[src/sv/bpa_pkg.sv]
// Shared types, codes and constants of the bitmap pixel access unit.
`default_nettype none

package bpa_pkg;

  // Default storage sizes
  localparam int FRAME_BYTES_DEFAULT     = 262144;
  localparam int PALETTE_ENTRIES_DEFAULT = 256;

  // Datapath widths
  localparam int CFG_DW = 15;
  localparam int BASE_W = 28;
  localparam int OFFS_W = 14;
  localparam int ADDR_W = 29;

  // Indexes below this fit a 4 bpp nibble
  localparam logic [7:0] NIBBLE_LIMIT = 8'd16;
  localparam logic [7:0] NIB_HI_MASK  = 8'hF0;
  localparam logic [7:0] NIB_LO_MASK  = 8'h0F;

  // Request kinds
  localparam logic [2:0] KIND_GET_RGB   = 3'd0;
  localparam logic [2:0] KIND_SET_RGB   = 3'd1;
  localparam logic [2:0] KIND_GET_INDEX = 3'd2;
  localparam logic [2:0] KIND_SET_INDEX = 3'd3;
  localparam logic [2:0] KIND_GET_PAL   = 3'd4;
  localparam logic [2:0] KIND_SET_PAL   = 3'd5;

  // Result status codes
  localparam logic [1:0] ST_OK       = 2'd0;
  localparam logic [1:0] ST_INVALID  = 2'd1;
  localparam logic [1:0] ST_MISMATCH = 2'd2;

  // Pixel depth modes
  localparam logic [1:0] MODE_4BPP  = 2'd0;
  localparam logic [1:0] MODE_8BPP  = 2'd1;
  localparam logic [1:0] MODE_24BPP = 2'd2;
  localparam logic [1:0] MODE_32BPP = 2'd3;

  // Configuration register indexes
  localparam logic [1:0] REG_WIDTH  = 2'd0;
  localparam logic [1:0] REG_HEIGHT = 2'd1;
  localparam logic [1:0] REG_MODE   = 2'd2;
  localparam logic [1:0] REG_STRIDE = 2'd3;

  typedef struct packed {
    logic [2:0]  kind;
    logic [11:0] pos_x;
    logic [11:0] pos_y;
    logic [7:0]  red_in;
    logic [7:0]  green_in;
    logic [7:0]  blue_in;
    logic [7:0]  color_index;
  } in_item_t;

  typedef struct packed {
    logic [1:0] status;
    logic [7:0] red_out;
    logic [7:0] green_out;
    logic [7:0] blue_out;
    logic [7:0] index_out;
  } out_item_t;

  typedef enum logic [1:0] {
    FOP_NONE,
    FOP_READ,
    FOP_WRITE
  } fop_t;

  typedef enum logic [1:0] {
    POP_NONE,
    POP_READ_CI,
    POP_READ_IDX,
    POP_WRITE
  } pop_t;

  typedef enum logic [2:0] {
    CAP_NONE,
    CAP_BLUE,
    CAP_GREEN,
    CAP_RED,
    CAP_INDEX,
    CAP_PAL
  } cap_t;

  // Controller to datapath
  typedef struct packed {
    logic       clear;
    logic       load;
    logic       calc;
    logic       addr;
    logic       check;
    fop_t       fop;
    logic [1:0] fsel;
    pop_t       pop;
    cap_t       cap;
    logic       publish;
  } cmd_t;

  // Datapath to controller
  typedef struct packed {
    logic       clear_last;
    logic       err;
    logic [2:0] kind;
    logic [1:0] mode;
    logic       out_free;
  } sts_t;

endpackage

`default_nettype wire

[src/sv/bpa_ctrl.sv]
// Sequencing state machine of the bitmap pixel access unit.
`default_nettype none

module bpa_ctrl
  import bpa_pkg::*;
(
  input  wire  clk,
  input  wire  rst_n,
  input  wire  in_valid,
  input  sts_t sts,
  output logic in_stall,
  output cmd_t cmd
);

  typedef enum logic [4:0] {
    S_CLEAR,
    S_IDLE,
    S_CALC,
    S_ADDR,
    S_CHECK,
    S_RD0,
    S_RD1,
    S_RD2,
    S_RD3,
    S_WR0,
    S_WR1,
    S_WR2,
    S_IRD,
    S_IUSE,
    S_PRD,
    S_PCAP,
    S_PWR,
    S_DONE
  } state_t;

  state_t state_r;
  state_t state_nxt;
  logic   indexed;

  assign indexed  = (sts.mode == MODE_4BPP) || (sts.mode == MODE_8BPP);
  assign in_stall = (state_r != S_IDLE);

  always_ff @(posedge clk) begin
    if (!rst_n) begin
      state_r <= S_CLEAR;
    end else begin
      state_r <= state_nxt;
    end
  end

  always_comb begin
    state_nxt   = state_r;
    cmd.clear   = 1'b0;
    cmd.load    = 1'b0;
    cmd.calc    = 1'b0;
    cmd.addr    = 1'b0;
    cmd.check   = 1'b0;
    cmd.fop     = FOP_NONE;
    cmd.fsel    = 2'd0;
    cmd.pop     = POP_NONE;
    cmd.cap     = CAP_NONE;
    cmd.publish = 1'b0;
    case (state_r)
      S_CLEAR: begin
        cmd.clear = 1'b1;
        if (sts.clear_last) state_nxt = S_IDLE;
      end
      S_IDLE: begin
        if (in_valid) begin
          cmd.load  = 1'b1;
          state_nxt = S_CALC;
        end
      end
      S_CALC: begin
        cmd.calc  = 1'b1;
        state_nxt = S_ADDR;
      end
      S_ADDR: begin
        cmd.addr  = 1'b1;
        state_nxt = S_CHECK;
      end
      S_CHECK: begin
        cmd.check = 1'b1;
        if (sts.err) begin
          state_nxt = S_DONE;
        end else begin
          case (sts.kind)
            KIND_GET_RGB:   state_nxt = indexed ? S_IRD : S_RD0;
            KIND_SET_RGB:   state_nxt = S_WR0;
            KIND_GET_INDEX: state_nxt = S_IRD;
            KIND_SET_INDEX: state_nxt = (sts.mode == MODE_8BPP) ? S_WR0 : S_IRD;
            KIND_GET_PAL:   state_nxt = S_PRD;
            KIND_SET_PAL:   state_nxt = S_PWR;
            default:        state_nxt = S_DONE;
          endcase
        end
      end
      // Frame reads are registered: capture one step behind the address
      S_RD0: begin
        cmd.fop   = FOP_READ;
        cmd.fsel  = 2'd0;
        state_nxt = S_RD1;
      end
      S_RD1: begin
        cmd.fop   = FOP_READ;
        cmd.fsel  = 2'd1;
        cmd.cap   = CAP_BLUE;
        state_nxt = S_RD2;
      end
      S_RD2: begin
        cmd.fop   = FOP_READ;
        cmd.fsel  = 2'd2;
        cmd.cap   = CAP_GREEN;
        state_nxt = S_RD3;
      end
      S_RD3: begin
        cmd.cap   = CAP_RED;
        state_nxt = S_DONE;
      end
      S_WR0: begin
        cmd.fop   = FOP_WRITE;
        cmd.fsel  = 2'd0;
        state_nxt = (sts.kind == KIND_SET_RGB) ? S_WR1 : S_DONE;
      end
      S_WR1: begin
        cmd.fop   = FOP_WRITE;
        cmd.fsel  = 2'd1;
        state_nxt = S_WR2;
      end
      S_WR2: begin
        cmd.fop   = FOP_WRITE;
        cmd.fsel  = 2'd2;
        state_nxt = S_DONE;
      end
      S_IRD: begin
        cmd.fop   = FOP_READ;
        cmd.fsel  = 2'd0;
        state_nxt = S_IUSE;
      end
      S_IUSE: begin
        case (sts.kind)
          KIND_GET_RGB: begin
            cmd.pop   = POP_READ_IDX;
            state_nxt = S_PCAP;
          end
          KIND_GET_INDEX: begin
            cmd.cap   = CAP_INDEX;
            state_nxt = S_DONE;
          end
          default: begin
            // 4 bpp set index: write back the merged byte
            cmd.fop   = FOP_WRITE;
            cmd.fsel  = 2'd0;
            state_nxt = S_DONE;
          end
        endcase
      end
      S_PRD: begin
        cmd.pop   = POP_READ_CI;
        state_nxt = S_PCAP;
      end
      S_PCAP: begin
        cmd.cap   = CAP_PAL;
        state_nxt = S_DONE;
      end
      S_PWR: begin
        cmd.pop   = POP_WRITE;
        state_nxt = S_DONE;
      end
      S_DONE: begin
        if (sts.out_free) begin
          cmd.publish = 1'b1;
          state_nxt   = S_IDLE;
        end
      end
      default: state_nxt = S_IDLE;
    endcase
  end

endmodule

`default_nettype wire

[config.mk]
export PLATFORM = sky130hd
export DESIGN_NAME = bpa_ctrl
export DESIGN_NICKNAME = d
export VERILOG_FILES = /design/src/sv/bpa_pkg.sv /design/src/sv/bpa_ctrl.sv
export SDC_FILE = /design/constraint.sdc
export NUM_CORES = 1
export LEC_CHECK = 0
export ABC_CLOCK_PERIOD_IN_PS = 4600
export BUFFER_PORTS_ARGS = -buffer_cell sky130_fd_sc_hd__buf_2
export CELL_PAD_IN_SITES_DETAIL_PLACEMENT = 1
export CELL_PAD_IN_SITES_GLOBAL_PLACEMENT = 1
export CORE_MARGIN = 4
export CORE_UTILIZATION = 34
export CTS_CLUSTER_DIAMETER = 120
export DETAILED_ROUTE_END_ITERATION = 7
export MAX_ROUTING_LAYER = met4
export PLACE_DENSITY = 0.87
export SYNTH_ARGS = -nofsm -noshare
export SYNTH_HDL_FRONTEND = slang
export SYNTH_SLANG_ARGS = --single-unit
[constraint.sdc]
create_clock -name clk -period 4.6 [get_ports clk]
set_input_delay 0.23 -clock clk [delete_from_list [all_inputs] [get_ports clk]]
set_output_delay 0.23 -clock clk [all_outputs]
set_load 0.01 [all_outputs]
==> flow_results.org, run 1 <==
** Route
- Across all layers, the routed design uses about 890 vias.
- Summed over all layers, the routed wires come to roughly 2400 um.
- Drt via density :: 5.75
- After the first detailed-routing iteration, the DRC count stood at 11.
- For this run, design rule violations remaining after detail routing come to 0.
- Before antenna repair, the detailed router went through 4 iterations.
- In this run the remaining antenna-violating nets after routing total 0.
- In the final routed layout, each cell accounts on average for 15.7 um.

** Yosys
- Top cells by area in the synthesized netlist :: sky130_fd_sc_hd__dfxtp_1 14%, sky130_fd_sc_hd__nor2_1 7.6%, sky130_fd_sc_hd__nor2b_1 5.4%
- Synthesis inferred 5 register bits.
- In this run the cell area of the synthesized design comes to 691 um^2.
- Top cell type by total area after synthesis :: sky130_fd_sc_hd__dfxtp_1
- Synth Area per Inst :: approximately 6.5 um^2
- Synthesis produced 106 cells.
- Dominant register cell in the synthesized netlist :: sky130_fd_sc_hd__dfxtp_1
- Async set-or-reset flop fraction in the synthesized netlist :: 0
- Of the post-synthesis cell area, the dominant cell type holds 0.145.
- Yosys warning total :: 0
- Post-Syn Nets :: 117
- Count of unique library cells instantiated by Yosys :: 40
- Sequential share of the synthesized area :: 0.145
- Number of enable-type register cells in the synthesized netlist :: 0

** Power and ir drop
- Cell area power density :: 166 nW/um^2
- VDD sags by at most 0.0747 mV.
- Sequential share of power :: 0.354
- Final total power :: 0.141 mW
- For this design the total switching power over the nets is 0.0476 mW.
- Fraction of power spent switching nets :: 0.338
- Relative contribution of combinational cells to total power :: 0.267
- Internal power :: 0.0934 mW
- The share of total power dissipated in the clock network is 0.379.
- In this run the static leakage power is 0.364 nW.

** Clock network
- Clock latency on the worst-skew pair :: 0.25 ns
- Max Root-Sink Buffers :: 2
- Number of buffers created by CTS :: 3
- TritonCTS built the clock tree.
- CTS H-Tree Depth :: 1
- Clock tree root driver cell :: sky130_fd_sc_hd__clkbuf_4
- Cts-stage hold buffer count :: 0
- Clock Sinks :: 5
- Clock transition at the registers of the reported paths :: 0.05 ns
- After clock tree synthesis, the setup repair step added 0 buffers.
- After clock tree synthesis, the repair step resized 0 gates.

** Finish
- Regs by FF count :: state_r (5)
- At the end of the flow, the number of nets in the layout was 139.
- The register with the most flip-flops in the layout has 5 of them.
- The finished layout holds 154 standard cells, fillers aside.
- Of the cells placed in the final design, the portion with a size suffix greater than 1 is 0.228.
- Area added between synthesis and finish :: 22.6%
- Commonest non-fill, non-tap cells in the layout :: 26 x sky130_fd_sc_hd__buf_2, 14 x sky130_fd_sc_hd__nor2_1, 7 x sky130_fd_sc_hd__nor3_1
- After routing the design area is 847 um^2.
- Total inserted antenna cells :: 0
- Register with the highest flop count :: state_r
- The library cell used most frequently in the layout, excluding fill and tap cells, is sky130_fd_sc_hd__buf_2.

** Critical path
- Required time at the worst-slack endpoint :: ~4.4 ns
- Critical path type :: reg -> out
- Maximum fanout along the worst path :: 18
- At the worst endpoint, the arrival time is ~1.9 ns.
- Kind of capture point of the worst setup path :: output port
- STA classifies the critical path startpoint as a register.

** Die
- Die boundary height :: 53.1 um
- Initial Utilization :: 0.356
- Pin placement for this block handled 27 I/O pins.
- DIE AREA :: 2820 um^2
- The core region is 1940 um^2.
- Horizontal die dimension :: between 50 and 60 um
- The floorplan has 16 rows.

** GRT
- All-Layer GR Usage :: 0.196
- The number of global-route vias before repair was ~860.
- The first global-routing pass estimated 4090 um of wire.
- The number of antenna violations at the first check in global routing came to 0.
- Global Route met1 Usage :: 0.263
- Aggregate global routing overflow :: 0
- Busiest layer in global routing :: met2
- In the global route stage, met2 resource usage came out at 0.312.
- Met3 Track Usage GR :: 0.0141
- Largest net degree at the start of global routing :: 23

** STA
- Adding up every negative setup slack in the final design gives 0 ns.
- Unrepaired setup endpoints after global routing :: false
- Of the available clock period, the critical path in the final layout requires 0.468.
- For the finished layout, the period the worst path requires is between 2 and 2.5 ns.
- The final-report hold violation count was 0.
- Setup violations remaining at the end of the flow were counted as 0.
- Maximum clock frequency :: 465 MHz
- Skew final :: 0.00397 ns
- Worst-Margin Slew :: around 0.75 ns
- Across all setup checks in the final design, the least slack found is about 2.4 ns.
- In this run the tightest slew margin relative to its limit is 0.486.
- The number of max-slew violations in the final report is 0.

** Placed design
- The number of placed instances, taps included, is 150.
- After detailed placement, the total cell area comes to 821 um^2.
- Before CTS, the worst setup slack after placement is around 2.6 ns.
- Buffers placed on the I/O ports in this run total 26.
- At the end of routability-driven placement, the weighted congestion stood at 0.808.
- Detailed placement finished with a half-perimeter wire length of 1790 um.

** Status
- The flow ran to the end, and the final reports show no timing, DRC or antenna violations.

** Run
- MaxCap Viol Count :: 0

** Min path
- The path class of the tightest hold or removal check is in -> reg.
## path summary, 6_finish.rpt
path | startpoint | end | slack, ns | depth (start not counted)
worst max-delay path | state_r[0]$_SDFFE_PN0P_ | cmd[5] | 2.45 | 4
worst min-delay path | sts[7] | state_r[0]$_SDFFE_PN0P_ | 0.24 | 3
worst max register to register | state_r[0]$_SDFFE_PN0P_ | state_r[0]$_SDFFE_PN0P_ | 2.55 | 4
worst min register to register | state_r[3]$_SDFFE_PN0P_ | state_r[4]$_SDFFE_PN0P_ | 0.83 | 2
## metal layers
metal  routed length [um]  part of all wire  vias up
li1                     -                 -      433
met1                 1090              0.45      412
met2                 1170              0.48       34
met3                  109             0.045        6
met4                   51             0.021        0
met5                    0                 0        -
## per-stage QoR
| stage | util | hold slack [ns] |
|---|---|---|
| after detailed placement | 0.423 | 0.496 |
| final | 0.436 | 0.243 |
| after floorplan | - | 0.348 |
| after global routing | 0.436 | 0.257 |
| after global placement | 0.423 | 0.486 |
| after CTS | 0.436 | 0.251 |
## cell usage after synthesis, drive strengths merged, types with 3 or more instances
cell	instances
dfxtp	5
nor2	14
nand3	4
nor3	7
nand2	4
nor2b	6
clkbuf	7
inv	6
a21oi	5
a2111oi	4
xnor2	4
nor3b	3
nor4	3
## cell families after synthesis
family	share of synthesized area
buffers and inverters	0.0815
xor gates and xnor gates	0.0634
and+or+nand+nor	0.420
AOI/OAI and AO/OA	0.290
DFF	0.145
## power by group through the flow
stage	sequential [mW]	clock [mW]	combinational, mW
global placement	0.0503	0	0.0348
floorplan	0.0468	0	0.0257
CTS	0.0499	0.0525	0.0378
detailed placement	0.0508	0	0.0372
finish	0.0500	0.0534	0.0376
global route	0.0505	0.0562	0.0424
## worst max-delay path: stages, from the launching register on
cell and delay, ns:
sky130_fd_sc_hd__dfxtp_1 0.65, sky130_fd_sc_hd__or3b_1 0.45, sky130_fd_sc_hd__o32a_1 0.35, sky130_fd_sc_hd__nor2_1 0.08
sky130_fd_sc_hd__buf_2 0.14
## final cells by class
class	instances	area [um^2]
multi-input combinational	86	534
clock buffer	4	26.3
tap	27	33.8
inverter	6	22.5
timing repair buffer	26	130
sequential	5	100
fill	270	1090
Note: power is estimated with default switching activity, not from simulation.
==> run 2, diff against run 1 <==
==> config.mk (replaced) <==
export PLATFORM = sky130hd
export DESIGN_NAME = bpa_ctrl
export DESIGN_NICKNAME = d
export VERILOG_FILES = /design/src/sv/bpa_pkg.sv /design/src/sv/bpa_ctrl.sv
export SDC_FILE = /design/constraint.sdc
export NUM_CORES = 1
export LEC_CHECK = 0
export ABC_AREA = 1
export ABC_CLOCK_PERIOD_IN_PS = 2100
export BUFFER_PORTS_ARGS = -buffer_cell sky130_fd_sc_hd__buf_2
export CELL_PAD_IN_SITES_DETAIL_PLACEMENT = 1
export CELL_PAD_IN_SITES_GLOBAL_PLACEMENT = 1
export CORE_MARGIN = 4
export CORE_UTILIZATION = 31
export CTS_CLUSTER_DIAMETER = 120
export DETAILED_ROUTE_END_ITERATION = 7
export MAX_ROUTING_LAYER = met4
export PLACE_DENSITY = 0.83
export SYNTH_ARGS = -nofsm -noshare
export SYNTH_HDL_FRONTEND = slang
export SYNTH_SLANG_ARGS = --single-unit
==> constraint.sdc (replaced) <==
create_clock -name clk -period 2.1 [get_ports clk]
set_input_delay 0.105 -clock clk [delete_from_list [all_inputs] [get_ports clk]]
set_output_delay 0.105 -clock clk [all_outputs]
set_load 0.01 [all_outputs]
==> flow_results.org, run 2 <==
** Finish
- The number of nets at the end of the flow came to 178 (was 139).
- Register with the highest flop count :: state_r (unchanged)
- The post-layout instance count excluding filler cells is 194 (was 154).
- Regs by FF count: state_r (5) (unchanged).
- The count of inserted antenna diode cells was 0 (unchanged).
- Leading cell type in the layout, fill and taps excluded :: sky130_fd_sc_hd__nand2_1 (was sky130_fd_sc_hd__buf_2)
- The fraction of final layout cells sized beyond drive strength 1 was 0.265 (was 0.228).
- Area added between synthesis and finish :: 22.4% (was 22.6%)
- The number of flip-flops under the largest register name was 5 (unchanged).
- Commonest non-fill, non-tap cells in the layout :: 27 x sky130_fd_sc_hd__nand2_1, 26 x sky130_fd_sc_hd__buf_2, 25 x sky130_fd_sc_hd__nor2_1 (was 26 x sky130_fd_sc_hd__buf_2, 14 x sky130_fd_sc_hd__nor2_1, 7 x sky130_fd_sc_hd__nor3_1)

** Critical path
- The category of the worst setup path launch point was a register (unchanged).
- Origin of the worst setup path :: state_r[1]$_SDFFE_PN0P_ (was state_r[0]$_SDFFE_PN0P_)
- The longest individual stage delay on the worst path came to 0.62 ns (was 0.65 ns).
- The maximum fanout encountered on the critical timing path came to 8 (was 18).
- Required time at the worst-slack endpoint :: 2.00 ns (was 4.37 ns)
- Dominant delay contributor by cell family on the critical path :: flip-flops (unchanged)
- In this design, the critical path's most frequently occurring cell is sky130_fd_sc_hd__inv_1.
- Crit path cell chain :: inv_1 -> nor2_1 -> inv_1 -> nor2_1 -> inv_1 -> nand3_1 -> buf_2 (was or3b_1 -> o32a_1 -> nor2_1 -> buf_2)
- Data arrival at the endpoint of the critical path :: 1.70 ns (was 1.92 ns)
- Beginning of the worst register-to-register path :: state_r[1]$_SDFFE_PN0P_ (was state_r[0]$_SDFFE_PN0P_)
- Critical path's slowest cell :: sky130_fd_sc_hd__dfxtp_1 (unchanged)
- The path type of the worst setup path was reg -> out (unchanged).
- The sum of buffers and inverters on the critical path came to 4 (was 1).
- Kind of capture point of the worst setup path :: output port (unchanged)

** Route
- The highest metal layer with signal wires is met4 (unchanged).
- Routed wl met2 :: 1430 um (was 1170 um)
- The count of nets left with antenna violations after detail routing was 0 (unchanged).
- First-pass iteration count of the detailed router :: 4 (unchanged)
- Drt via density :: 5.29 (was 5.75)
- Vias after detailed routing :: 1027 (was 885)
- Routed metal-1 wire length :: 1210 um (was 1090 um)
- The total length of routed met3 wires came to 125 um (was 109 um).
- Total wirelength of the detailed-routed design :: 2780 um (was 2420 um)
- The average wire length per cell after detail routing was 14.3 um (was 15.7 um).
- Number of DRC violations after detailed-routing iteration 0 :: 26 (was 11)
- The detailed-route DRC error count is 0 (unchanged).

** Run
- MaxCap Viol Count :: 0 (unchanged)

** Yosys
- The share of the yosys chip area belonging to registers is 0.134 (was 0.145).
- Number of synthesized register bits :: 5 (unchanged)
- Gate Count Post-Synth :: 139 (was 106)
- The post-synthesis cell type count is 22 (was 40).
- Top cells by area in the synthesized netlist: sky130_fd_sc_hd__nand2_1 14%, sky130_fd_sc_hd__dfxtp_1 13%, sky130_fd_sc_hd__nor2_1 13% (was sky130_fd_sc_hd__dfxtp_1 14%, sky130_fd_sc_hd__nor2_1 7.6%, sky130_fd_sc_hd__nor2b_1 5.4%).
- The share of flip-flops with an asynchronous set or reset after synthesis is 0 (unchanged).
- The number of synthesized flops with an enable pin was 0 (unchanged).
- The summed instance area of the synthesized netlist came to 749 um^2 (was 691 um^2).
- The share of Yosys cell area claimed by the top area cell type was 0.135 (was 0.145).
- The cell with the most instances after synthesis was sky130_fd_sc_hd__nand2_1 (was sky130_fd_sc_hd__nor2_1).
- Top cell types by occurrence after synthesis :: 27 x sky130_fd_sc_hd__nand2_1, 25 x sky130_fd_sc_hd__nor2_1, 21 x sky130_fd_sc_hd__inv_1 (was 14 x sky130_fd_sc_hd__nor2_1, 7 x sky130_fd_sc_hd__clkbuf_1, 7 x sky130_fd_sc_hd__nor3_1)
- Yosys warning total :: 0 (unchanged)
- The most frequently used flop master after synthesis is sky130_fd_sc_hd__dfxtp_1 (unchanged).
- Synth Area per Inst :: 5.39 um^2 (was 6.52 um^2)
- The synthesized netlist net count came to 150 (was 117).
- Top cell type by total area after synthesis :: sky130_fd_sc_hd__nand2_1 (was sky130_fd_sc_hd__dfxtp_1)

** STA
- Worst hold-check slack :: 0.0973 ns (was 0.243 ns)
- Max-Slew Margin vs Limit :: 0.665 (was 0.486)
- Final setup fails :: 0 (unchanged)
- Dividing the final minimum period by the clock period gives 0.859.
- Maximum clock frequency :: ~550 MHz
- Post-route worst setup slack :: 0.297 ns (was 2.45 ns)
- Worst-Margin Slew :: 0.502 ns (was 0.752 ns)
- Unrepaired setup endpoints after global routing :: false (unchanged)
- The final-report hold violation count is 0 (unchanged).
- Skew final :: 0.00689 ns (was 0.00397 ns)
- The smallest clock period supported by the final layout is computed as 1.80 ns.
- The number of max-slew violations in the final report came to 0 (unchanged).
- Setup total negative slack :: 0 ns (unchanged)

** Die
- The horizontal extent of the die was 57.2 um (was 53.1 um).
- Total I/O pin count :: 27 (unchanged)
- DIE AREA :: 3270 um^2 (was 2820 um^2)
- Initial Utilization :: 0.332 (was 0.356)
- Placeable core region :: 2250 um^2 (was 1940 um^2)
- Count of standard-cell rows :: 17 (was 16)
- Die boundary height :: 57.2 um (was 53.1 um)

** Clock network
- Cts-stage hold buffer count :: 0 (unchanged)
- Clock latency on the worst-skew pair :: 0.25 ns (about the same)
- The number of sinks handled by clock tree synthesis came to 5 (unchanged).
- TritonCTS clock tree :: done (unchanged)
- Post-CTS setup repair buffer count :: 0 (unchanged)
- The clock transition at the registers of the reported paths is 0.05 ns (about the same).
- The clock tree root buffer cell is sky130_fd_sc_hd__clkbuf_4 (unchanged).
- The CTS buffer count was 3 (unchanged).
- Max Root-Sink Buffers :: 2 (unchanged)
- Gates resized, CTS repair :: 0 (unchanged)
- The deepest level of the CTS H-tree came to 1 (unchanged).

** Status
- Run status :: complete, no violations (unchanged)

** Placed design
- The weighted congestion reported at the end of routability-driven placement came to 0.968 (was 0.808).
- DPL Wire Length :: 2380 um (was 1790 um)
- Worst slack at placement :: 0.459 ns (was 2.56 ns)
- Cell Count Post-Placement :: 190 (was 150)
- The count of input and output buffers came to 26 (unchanged).

** GRT
- Vias in the first global route :: 1095 (was 857)
- Aggregate global routing overflow :: 0 (unchanged)
- The number of antenna violations at the first check in global routing was 0 (unchanged).
- First-pass GRT wire length :: 4750 um (was 4090 um)
- The pin count of the biggest net entering global routing came to 14 (was 23).
- The total global-route track usage came to 0.185 (was 0.196).

** Min path
- The source of the worst hold timing path was rst_n (was sts[7]).
- Worst Hold Class :: in -> reg (unchanged)

** Power and ir drop
- The power density normalized to cell area came to 550 nW/um^2 (was 166 nW/um^2).
- The worst vdd rail ir drop came to 0.424 mV (was 0.0747 mV).
- The leakage component of the power came to 0.546 nW (was 0.364 nW).
run 2: cell types whose count changed after synthesis, moves of 7 or more:
cell | before | now
sky130_fd_sc_hd__clkbuf_1 | 7 | 0
sky130_fd_sc_hd__inv_1 | 6 | 21
sky130_fd_sc_hd__nand2_1 | 4 | 27
sky130_fd_sc_hd__nand3_1 | 4 | 14
sky130_fd_sc_hd__nor2_1 | 14 | 25
run 2: per-layer routing:
metal | vias up | GRT usage
met5 | - | -
met4 | 0 | 0.0397
met3 | 2 | 0.0520
met2 | 30 | 0.331
met1 | 491 | 0.202
li1 | 504 | -
run 2: layout make-up:
cell class	instances	area (um^2)
tap	28	35.0
clock buffer	4	26.3
inverter	27	101
fill	344	1340
sequential	5	100
multi-input combinational	104	524
timing repair buffer	26	130
run 2: worst register-to-register path, delay by kind of cell, from the launching register on:
kind          cells  cell delay (ns)
flops             1             0.62
buf+inv           2             0.21
simple gates      6             0.77
run 2: path summary, 6_finish.rpt:
| path | slack [ns] | depth (start not counted) | end |
|---|---|---|---|
| min | 0.1 | 3 | state_r[2]$_SDFFE_PN0P_ |
| min reg2reg | 0.66 | 2 | state_r[4]$_SDFFE_PN0P_ |
| max | 0.30 | 7 | cmd[1] |
| max reg2reg | 0.41 | 8 | state_r[0]$_SDFFE_PN0P_ |
run 2: cell families (layout without fill, tap and decap cells):
| family | after synthesis | after routing | share of synthesized area |
|---|---|---|---|
| AOI/OAI and AO/OA | 15 | 15 | 0.105 |
| and+or+nand+nor | 89 | 89 | 0.594 |
| buffers and inverters | 30 | 57 | 0.167 |
| DFF | 5 | 5 | 0.134 |
run 2: where the power goes:
part	switching [mW]	leakage [nW]	internal, mW
sequential	0.0326	0.0407	0.106
combinational	0.161	0.491	0.0880
clock	0.0443	0.0150	0.0721
total	0.238	0.546	0.267
run 2: per-stage QoR:
step | cell area [um^2] | total power [mW] | utilization
4_1_cts | 917 | 0.510 | 0.407
3_3_place_gp | 891 | 0.383 | 0.395
2_1_floorplan | 749 | 0.312 | -
6_report | 917 | 0.505 | 0.407
5_1_grt | 917 | 0.545 | 0.407
3_5_place_dp | 891 | 0.390 | 0.395
